## src/rtl/cct_pkg.sv

```systemverilog
`timescale 1ns / 1ps

package cct_pkg;

    // Field widths
    localparam int YEAR_W   = 14;
    localparam int MONTH_W  = 4;
    localparam int DAY_W    = 5;
    localparam int HOUR_W   = 5;
    localparam int MINUTE_W = 6;
    localparam int SECOND_W = 6;
    localparam int MILLI_W  = 10;
    localparam int INC_W    = 12;

    // Packed payload widths, padded to whole bytes
    localparam int FIELDS_W = YEAR_W + MONTH_W + DAY_W + HOUR_W + MINUTE_W + SECOND_W + MILLI_W;
    localparam int TDATA_W  = ((FIELDS_W + 7) / 8) * 8;

    // Configuration port
    localparam int APB_ADDR_W = 3;
    localparam int APB_DATA_W = 32;

    // Request kinds carried in tuser
    localparam logic REQ_TICK = 1'b0;
    localparam logic REQ_SET  = 1'b1;

    // Time limits
    localparam int MS_PER_SEC   = 1000;
    localparam int SEC_PER_MIN  = 60;
    localparam int MIN_PER_HOUR = 60;
    localparam int HOUR_PER_DAY = 24;
    localparam int MONTHS       = 12;
    localparam int YEAR_LAST    = 9999;
    localparam int FEB          = 2;
    localparam int FEB_LEAP_LEN = 29;

    // Largest whole-second carry out of the millisecond stage
    localparam int MS_SUM_W     = INC_W + 1;
    localparam int MS_CARRY_MAX = ((1 << MILLI_W) - 1 + (1 << INC_W) - 1) / MS_PER_SEC;
    localparam int MS_CARRY_W   = $clog2(MS_CARRY_MAX + 1);

    // Reset values
    localparam logic [YEAR_W-1:0]   YEAR_RST  = YEAR_W'(2000);
    localparam logic [MONTH_W-1:0]  MONTH_RST = MONTH_W'(1);
    localparam logic [DAY_W-1:0]    DAY_RST   = DAY_W'(1);
    localparam logic [INC_W-1:0]    INC_RST   = INC_W'(2);

    // Reciprocal of 100 scaled by 2^19, exact for every 14-bit year
    localparam int RECIP_SHIFT = 19;
    localparam int RECIP_100   = 5243;
    localparam int PROD_W      = YEAR_W + RECIP_SHIFT - 6;
    localparam int Q100_W      = PROD_W - RECIP_SHIFT;

    typedef struct packed {
        logic [MILLI_W-1:0]  milli;
        logic [SECOND_W-1:0] second;
        logic [MINUTE_W-1:0] minute;
        logic [HOUR_W-1:0]   hour;
        logic [DAY_W-1:0]    day;
        logic [MONTH_W-1:0]  month;
        logic [YEAR_W-1:0]   year;
    } stamp_t;

    typedef logic [DAY_W-1:0] month_len_t [0:MONTHS];

    localparam month_len_t MONTH_LEN = '{
        DAY_W'(0),  DAY_W'(31), DAY_W'(28), DAY_W'(31), DAY_W'(30),
        DAY_W'(31), DAY_W'(30), DAY_W'(31), DAY_W'(31), DAY_W'(30),
        DAY_W'(31), DAY_W'(30), DAY_W'(31)
    };

    // Gregorian leap year: quotient by 100 through a reciprocal multiply
    function automatic logic is_leap(input logic [YEAR_W-1:0] y);
        logic [PROD_W-1:0] prod;
        logic [Q100_W-1:0] q;
        logic [YEAR_W:0]   back;
        logic              div100;
        logic              div400;
        prod   = PROD_W'(y) * PROD_W'(RECIP_100);
        q      = prod[PROD_W-1:RECIP_SHIFT];
        back   = (YEAR_W + 1)'(q) * (YEAR_W + 1)'(100);
        div100 = (back == {1'b0, y});
        div400 = div100 && (q[1:0] == 2'b00);
        return div400 || ((y[1:0] == 2'b00) && !div100);
    endfunction

    // Month length; months outside the calendar count as 31 days
    function automatic logic [DAY_W-1:0] days_in_month(input logic [YEAR_W-1:0]  y,
                                                        input logic [MONTH_W-1:0] m);
        logic [DAY_W-1:0] len;
        if ((m < MONTH_W'(1)) || (m > MONTH_W'(MONTHS)))
            len = DAY_W'(31);
        else if ((m == MONTH_W'(FEB)) && is_leap(y))
            len = DAY_W'(FEB_LEAP_LEN);
        else
            len = MONTH_LEN[m];
        return len;
    endfunction

endpackage

```

## src/rtl/calendar_clock_tick_unit.sv

```systemverilog
`timescale 1ns / 1ps
// An accepted input transaction's result goes to the result register, or to the skid
// register while the output stalls. One transaction per cycle while s_tready is high; the time
// registers update in one pass through the millisecond-to-year carry logic at the accept edge.
// A two-entry output stage (result register plus skid register) keeps s_tready high
// while one result waits. Reset (rst_n low) sets 2000-01-01 00:00:00.000, increment 2 ms.
module calendar_clock_tick_unit
    import cct_pkg::*;
(
    input  logic                  clk,
    input  logic                  rst_n,
    // set_year, set_month, set_day, set_hour, set_minute, set_second,
    // set_millisecond (lowest bits first), zero padded
    input  logic [TDATA_W-1:0]    s_tdata,
    input  logic                  s_tuser,   // req_type
    input  logic                  s_tvalid,
    output logic                  s_tready,
    // cur_year, cur_month, cur_day, cur_hour, cur_minute, cur_second,
    // cur_millisecond (lowest bits first), zero padded
    output logic [TDATA_W-1:0]    m_tdata,
    output logic                  m_tuser,   // day_rolled
    output logic                  m_tvalid,
    input  logic                  m_tready,
    input  logic                  psel,
    input  logic                  penable,
    input  logic                  pwrite,
    input  logic [APB_ADDR_W-1:0] paddr,
    input  logic [APB_DATA_W-1:0] pwdata,
    output logic [APB_DATA_W-1:0] prdata,
    output logic                  pready
);

    logic [INC_W-1:0]   inc_reg;
    stamp_t             now_reg;
    stamp_t             now_next;
    logic               rolled_next;

    logic [TDATA_W-1:0] out_data_reg;
    logic               out_user_reg;
    logic               out_valid_reg;
    logic [TDATA_W-1:0] skid_data_reg;
    logic               skid_user_reg;
    logic               skid_valid_reg;

    logic               in_fire;
    logic               out_free;
    logic               inc_sel;
    stamp_t             set_stamp;
    logic [TDATA_W-1:0] res_data;

    logic [MS_SUM_W-1:0]   ms_sum;
    logic [MS_CARRY_W-1:0] ms_carry;
    logic [MS_SUM_W-1:0]   ms_rem;
    logic [SECOND_W:0]     sec_sum;
    logic                  sec_carry;
    logic [MINUTE_W:0]     min_sum;
    logic                  min_carry;
    logic [HOUR_W:0]       hour_sum;
    logic                  hour_carry;
    logic [DAY_W-1:0]      month_len;
    logic [MONTH_W:0]      month_inc;

    // Configuration register
    assign pready  = 1'b1;
    assign inc_sel = (paddr[APB_ADDR_W-1:2] == '0);
    assign prdata  = inc_sel ? APB_DATA_W'(inc_reg) : '0;

    always_ff @(posedge clk or negedge rst_n)
    begin
        if (!rst_n)
            inc_reg <= INC_RST;
        else if (psel && penable && pwrite && pready && inc_sel)
            inc_reg <= pwdata[INC_W-1:0];
    end

    // Unpack the set fields
    assign set_stamp = s_tdata[FIELDS_W-1:0];

    // Advance the clock by one tick, or load the set fields on a set request
    always_comb
    begin
        ms_sum   = MS_SUM_W'(now_reg.milli) + MS_SUM_W'(inc_reg);
        ms_carry = '0;
        for (int k = 1; k <= MS_CARRY_MAX; k++)
        begin
            if (ms_sum >= MS_SUM_W'(k * MS_PER_SEC))
                ms_carry = MS_CARRY_W'(k);
        end
        ms_rem = ms_sum - MS_SUM_W'(ms_carry) * MS_SUM_W'(MS_PER_SEC);

        sec_sum   = (SECOND_W + 1)'(now_reg.second) + (SECOND_W + 1)'(ms_carry);
        sec_carry = (sec_sum >= (SECOND_W + 1)'(SEC_PER_MIN));
        if (sec_carry)
            sec_sum = sec_sum - (SECOND_W + 1)'(SEC_PER_MIN);

        min_sum   = (MINUTE_W + 1)'(now_reg.minute) + (MINUTE_W + 1)'(sec_carry);
        min_carry = (min_sum >= (MINUTE_W + 1)'(MIN_PER_HOUR));
        if (min_carry)
            min_sum = min_sum - (MINUTE_W + 1)'(MIN_PER_HOUR);

        hour_sum   = (HOUR_W + 1)'(now_reg.hour) + (HOUR_W + 1)'(min_carry);
        hour_carry = (hour_sum >= (HOUR_W + 1)'(HOUR_PER_DAY));
        if (hour_carry)
            hour_sum = hour_sum - (HOUR_W + 1)'(HOUR_PER_DAY);

        month_len = days_in_month(now_reg.year, now_reg.month);
        month_inc = (MONTH_W + 1)'(now_reg.month) + (MONTH_W + 1)'(1);

        now_next        = now_reg;
        now_next.milli  = ms_rem[MILLI_W-1:0];
        now_next.second = sec_sum[SECOND_W-1:0];
        now_next.minute = min_sum[MINUTE_W-1:0];
        now_next.hour   = hour_sum[HOUR_W-1:0];
        rolled_next     = hour_carry;

        // Roll the date on a day carry
        if (hour_carry)
        begin
            if (now_reg.day < month_len)
                now_next.day = now_reg.day + DAY_W'(1);
            else
            begin
                now_next.day = DAY_W'(1);
                if (month_inc > (MONTH_W + 1)'(MONTHS))
                begin
                    now_next.month = MONTH_W'(1);
                    if (now_reg.year >= YEAR_W'(YEAR_LAST))
                        now_next.year = '0;
                    else
                        now_next.year = now_reg.year + YEAR_W'(1);
                end
                else
                    now_next.month = month_inc[MONTH_W-1:0];
            end
        end

        // Load the set fields instead
        if (s_tuser == REQ_SET)
        begin
            now_next    = set_stamp;
            rolled_next = 1'b0;
        end
    end

    // Time registers
    always_ff @(posedge clk or negedge rst_n)
    begin
        if (!rst_n)
        begin
            now_reg.year   <= YEAR_RST;
            now_reg.month  <= MONTH_RST;
            now_reg.day    <= DAY_RST;
            now_reg.hour   <= '0;
            now_reg.minute <= '0;
            now_reg.second <= '0;
            now_reg.milli  <= '0;
        end
        else if (in_fire)
            now_reg <= now_next;
    end

    // Output stage with skid register
    assign s_tready = !skid_valid_reg;
    assign in_fire  = s_tvalid && s_tready;
    assign out_free = !out_valid_reg || m_tready;
    assign res_data = TDATA_W'(now_next);

    always_ff @(posedge clk or negedge rst_n)
    begin
        if (!rst_n)
        begin
            out_valid_reg  <= 1'b0;
            skid_valid_reg <= 1'b0;
        end
        else if (out_free)
        begin
            out_valid_reg  <= skid_valid_reg || in_fire;
            skid_valid_reg <= 1'b0;
        end
        else if (in_fire)
            skid_valid_reg <= 1'b1;
    end

    always_ff @(posedge clk)
    begin
        if (out_free)
        begin
            out_data_reg <= skid_valid_reg ? skid_data_reg : res_data;
            out_user_reg <= skid_valid_reg ? skid_user_reg : rolled_next;
        end
        else if (in_fire)
        begin
            skid_data_reg <= res_data;
            skid_user_reg <= rolled_next;
        end
    end

    assign m_tdata  = out_data_reg;
    assign m_tuser  = out_user_reg;
    assign m_tvalid = out_valid_reg;

endmodule

```

## config.mk

```make
export PLATFORM = sky130hd
export DESIGN_NAME = calendar_clock_tick_unit
export DESIGN_NICKNAME = d
export VERILOG_FILES = /design/src/rtl/cct_pkg.sv /design/src/rtl/calendar_clock_tick_unit.sv
export SDC_FILE = /design/constraint.sdc
export NUM_CORES = 1
export LEC_CHECK = 0
export ABC_CLOCK_PERIOD_IN_PS = 30200
export BUFFER_PORTS_ARGS = -buffer_cell sky130_fd_sc_hd__buf_2
export CORE_AREA = 2 2 189 191
export CTS_CLUSTER_DIAMETER = 100
export CTS_CLUSTER_SIZE = 24
export DETAILED_ROUTE_END_ITERATION = 10
export DIE_AREA = 0 0 191 193
export HOLD_SLACK_MARGIN = 0.1
export MAX_ROUTING_LAYER = met4
export PLACE_DENSITY = 0.69
export SKIP_CTS_REPAIR_TIMING = 1
export SYNTH_ARGS = -nofsm -noshare
export SYNTH_HDL_FRONTEND = slang
export SYNTH_SLANG_ARGS = --single-unit
```

## constraint.sdc

```tcl
create_clock -name clk -period 30.2 [get_ports clk]
set_input_delay 1.51 -clock clk [delete_from_list [all_inputs] [get_ports clk]]
set_output_delay 1.51 -clock clk [all_outputs]
set_load 0.005 [all_outputs]
```

**After elaboration in Yosys (flattened, before gate mapping)**

Memories as Yosys holds them, arrays and structs flattened.
Cells that the tools add are included.

- Bits in registers: 166
- Bits in read-only memories: 80
- Output and inout bits: 92
- Word-level logic and storage cells: 91
- Memories kept: 1

Memory list:

| name | depth | bits a word | rd ports | clocked after memory_dff | wr ports | line | source |
|---|---|---|---|---|---|---|---|
| (no name shown) | 16 | 5 | 1 | 0 | 0 | cct_pkg.sv:96 | `len = MONTH_LEN[m];` |

- Add/sub/neg operators: 11
- Multiply operators: 3
- $lt $le $gt $ge: 14
- Equal/unequal tests: 2
- Muxes and demuxes: 25
- Bitwise operators: 3
- Reductions and logical operators: 18

Operator list:

| operator | count |
|---|---|
| $mux W50 | 2 |
| $mux W5 | 6 |
| $mux W14 | 2 |
| $mul A14 B13 Y27 const B | 1 |
| $ge A13 B12 Y1 const B | 2 |
| $mux W23 | 1 |
| $mux W18 | 1 |
| $eq A15 B14 Y1 | 1 |
| $add A14 B1 Y14 const B | 1 |
| $ge A14 B14 Y1 const B | 1 |
| $ge A7 B6 Y1 const B | 2 |
| $add A10 B12 Y13 | 1 |
| $ge A13 B10 Y1 const B | 1 |
| $ge A13 B11 Y1 const B | 1 |
| $ge A13 B13 Y1 const B | 1 |
| $mul A8 B5 Y13 const B | 1 |
| $mux W12 | 1 |
| $mux W6 | 2 |
| $sub A6 B6 Y6 const B | 2 |
| $sub A10 B10 Y10 | 1 |
| $add A6 B1 Y7 | 1 |
| $add A6 B3 Y7 | 1 |
| $logic_and A1 B1 Y1 | 7 |
| $mul A3 B7 Y7 const B | 1 |
| 22 further kinds | 35 |

**Depth between registers and ports, before layout**

- Depth in word-level cells: 16
- Gate-level depth with buffers: 43
- Gate-level depth less buffers: 42

**Worst setup path before layout**

Ideal clock, no wire load.

- Path type: reg2reg
- Start: register now_reg[11] (netlist bit)
- End: register out_data_reg[3] (netlist: m_tdata[3]), data pin
- Library setup time: 0.260 ns
- Data arrival time: 9.281 ns
- Required time: 29.940 ns
- Path slack: 20.659 ns
- Stages on the path, launching flop included: 42
- Buffers on the path: 0
- Period minus slack after synthesis: 9.541 ns
- Path through: dfrtp_1 > fa_1 > ha_1 > inv_1 > fa_1 > inv_1 > fa_1 > inv_1 > fa_1 > inv_1 > ha_1 > a21oi_1 > o221ai_1 > a31oi_1 > a21oi_2 > a21o_1 > a21oi_1 > o21bai_1 > [... 6 more ...] > ha_1 > o21a_1 > nor2_1 > a31oi_1 > xnor2_1 > nor3_1 > nand3_1 > o31ai_4 > a221oi_1 > ha_1 > nand4_1 > o21ai_1 > nand2_1 > nor2_1 > nand3_1 > xnor2_1 > o21ai_0 > mux2_2

RTL lines:

| what | line | source |
|---|---|---|
| from (decl) | calendar_clock_tick_unit.sv:34 | `stamp_t now_reg;` |
| from (signal assigned) | calendar_clock_tick_unit.sv:159 | `now_reg <= now_next;` |
| to (signal assigned) | calendar_clock_tick_unit.sv:188 | `out_data_reg <= skid_valid_reg ? skid_data_reg : res_data;` |
| to (decl) | calendar_clock_tick_unit.sv:38 | `logic [TDATA_W-1:0] out_data_reg;` |

==> run_results.csv <==
group,metric,value,unit
global_routing,grt.overflow.total,0,
worst_setup_path,critical_path.startpoint_type,"register",
floorplanning,core,35000,um2
status,run_status,"finished clean",
logic_synthesis,yosys-top-cells-count,"sky130_fd_sc_hd__ha_1 (176), sky130_fd_sc_hd__inv_1 (164), sky130_fd_sc_hd__nand2_1 (146)",
sta,grt_setup_unrepaired,"false",
place,number_of_port_buffers,135,
sta,slew_viols_final,0,
floorplanning,die_height,193,um
detailed_routing,antenna_left,0,
detailed_routing,post_drt_via_cell_ratio,5.20,
floorplanning,pin_count,191,
sta,finalSetupTns,0,ns
sta,fmax,90.7,MHz
worst_setup_path,critPathSlowestCell,"sky130_fd_sc_hd__dfrtp_1",
logic_synthesis,post_synth_inst_count,1357,
clocking,clk_pin_slew_worst_paths,0.08,ns
logic_synthesis,netlist_top_cells_area,"sky130_fd_sc_hd__edfxtp_1 (22%), sky130_fd_sc_hd__ha_1 (16%), sky130_fd_sc_hd__fa_1 (10%)",
sta,setup_viol,0,
global_routing,grt_most_used_layer,"met2",
sta,finalHoldViolCount,0,
final_layout,ff_latch_area,4680,um2
clocking,cts.sinks,166,
logic_synthesis,ys_ff_latch,166,
logic_synthesis,post_synth.cell_area_avg,10.1,um2
global_routing,number_of_antenna_violations_at_the_first_check_in_global_routing,2,
worst_setup_path,max_stage_delay,0.79,ns
sta,layout_worst_path_cycle_share,0.365,
final_layout,design_area,15500,um2
clocking,htree_levels,4,
detailed_routing,routed_wire_length_per_instance,17.1,um
floorplanning,die-width,191,um
sta,period_needed,11.03,ns
logic_synthesis,synth-main-ff-cell,"sky130_fd_sc_hd__edfxtp_1",
global_routing,global_route_wire_length_before_repair,52.8,mm
logic_synthesis,synth_enable_flop_cells,102,
logic_synthesis,synth_most_common_cell,"sky130_fd_sc_hd__ha_1",
worst_setup_path,worst_ep_arrival_time,11.24,ns
final_layout,flow.area_growth_from_synthesis,12.3,%
global_routing,grt_start_max_net_pins,79,
place,placement.cell_area,14800,um2
detailed_routing,drc,0,
final_layout,final_layout_size_suffix_gt1_frac,0.175,
floorplanning,number_of_placement_rows,69,
clocking,cts.root.buffer_cell,"sky130_fd_sc_hd__clkbuf_16",
logic_synthesis,seq_total_area_yosys,0.340,
global_routing,groute.layer.met3.usage,0.0261,
worst_hold_path,hold_class,"reg -> reg",
final_layout,layoutNonFillerInstCount,1955,
sta,worst_pin_slew,1.18,ns
worst_setup_path,cp_data_required_time,30.41,ns
detailed_routing,detail_route.wirelength,33.4,mm
place,post_detail_place_hpwl,25.7,mm
sta,relative_slew_slack,0.210,
worst_setup_path,critical_path.most_common_cell,"sky130_fd_sc_hd__ha_1",
final_layout,multi_input_comb_area,8200,um2
global_routing,grt_pass1_vias,10200,
detailed_routing,drt_iter0_markers,648,
final_layout,layout_fillers,3328,
clocking,clock_buffer_depth,2,
global_routing,gr-usage-all-layers,0.190,
flow_run,max-cap-violations,0,
logic_synthesis,synth_area,13800,um2
global_routing,global_route.usage.met1,0.221,
place,place_ws,19.20,ns
place,dp_cells,1918,
worst_setup_path,crit_type,"reg -> reg",
logic_synthesis,synth_warn,0,
logic_synthesis,ys_async_rst_share,0.386,
place,gp_routability_congestion,0.922,
logic_synthesis,yosys.area.top_type_share,0.223,
clocking,clock_latency,0.45,ns
sta,clock_skew,0.0172,ns
detailed_routing,drt_pass1_iterations,5,
worst_setup_path,crit_fanout,12,
clocking,cts-buffers-inserted,17,
sta,worst_slack,19.17,ns
floorplanning,floorplan.initialDensity,0.393,
worst_setup_path,critical_path.endpoint_type,"register",
logic_synthesis,yosysUniqueCellTypes,81,
floorplanning,die_area,36900,um2
detailed_routing,vias,10200,
clocking,tritoncts,"built",
global_routing,grt.met2_usage,0.334,
final_layout,final_nets,1822,
logic_synthesis,synth.largest_area_cell,"sky130_fd_sc_hd__edfxtp_1",
-- metrics by stage --
stage / hold slack, ns / util
final: 0.489 / 0.442
after global routing: 0.512 / 0.442
after CTS: 0.488 / 0.442
after detailed placement: 0.470 / 0.424
after global placement: 0.464 / 0.424
after floorplan: 0.450 / -
-- cell usage in the layout, fill, tap and decap left out, drive strengths merged, types with 8 or more instances in the layout --
cell type	instances
nand2	146
clkinv	9
and3	8
inv	172
edfxtp	102
nand2b	11
mux2i	11
buf	143
nor3	12
o21ai	100
xnor2	46
ha	176
xor2	21
nor2b	19
a21o	16
dfrtp	55
conb	28
nor2	54
clkbuf	17
dfstp	9
fa	71
mux2	54
a21oi	53
a31oi	13
nand3	22
-- final timing paths --
check,startpoint,to,slack (ns),depth (start not counted)
worst max-delay path,now_reg[11],m_tdata[11],19.17,39
worst min-delay path,now_reg[23],now_reg[23],0.49,2
worst max register to register,now_reg[11],m_tdata[11],19.17,39
worst min register to register,now_reg[23],now_reg[23],0.49,2
max in group asynchronous,rst_n,now_reg[34],28.33,2
min in group asynchronous,rst_n,inc_reg[4],1.27,2
-- critical path, delay by kind of cell (launching register included) --
kind | cells | cell delay, ns
buffers and inverters | 4 | 0.20
DFF | 1 | 0.79
AOI/OAI and AO/OA | 16 | 3.98
and+or+nand+nor | 5 | 0.91
xor gates and xnor gates | 2 | 0.33
adders and majority gates | 11 | 4.23
muxes | 1 | 0.36
-- layer usage --
metal,vias to the layer above,wire length [um]
met5,-,0
met4,0,833
met3,41,1720
met2,298,16900
met1,4933,14000
li1,4888,-
-- layout make-up --
type / count / share of cell area
multi-input combinational: 982 / 0.531
sequential: 166 / 0.303
timing repair buffer: 143 / 0.0476
inverter: 166 / 0.0403
tap: 461 / 0.0373
clock buffer: 17 / 0.0275
clock inverter: 15 / 0.0130
antenna: 5 / 0.000810
-- cells by family (layout without fill, tap and decap cells) --
group / after synthesis / after routing / share of synthesized area
AO/OA/AOI/OAI: 261 / 261 / 0.122
XOR/XNOR: 68 / 68 / 0.0448
adder cells (fa/ha/maj): 247 / 247 / 0.263
buffers and inverters: 235 / 341 / 0.0720
flip-flops: 166 / 166 / 0.340
multiplexers: 65 / 65 / 0.0522
other: 2 / 33 / 0.000546
AND/OR/NAND/NOR: 313 / 313 / 0.105
Power is left out: the tool's default activity adds up to more than one toggle a clock period on the data nets, which glitch-free logic cannot reach.
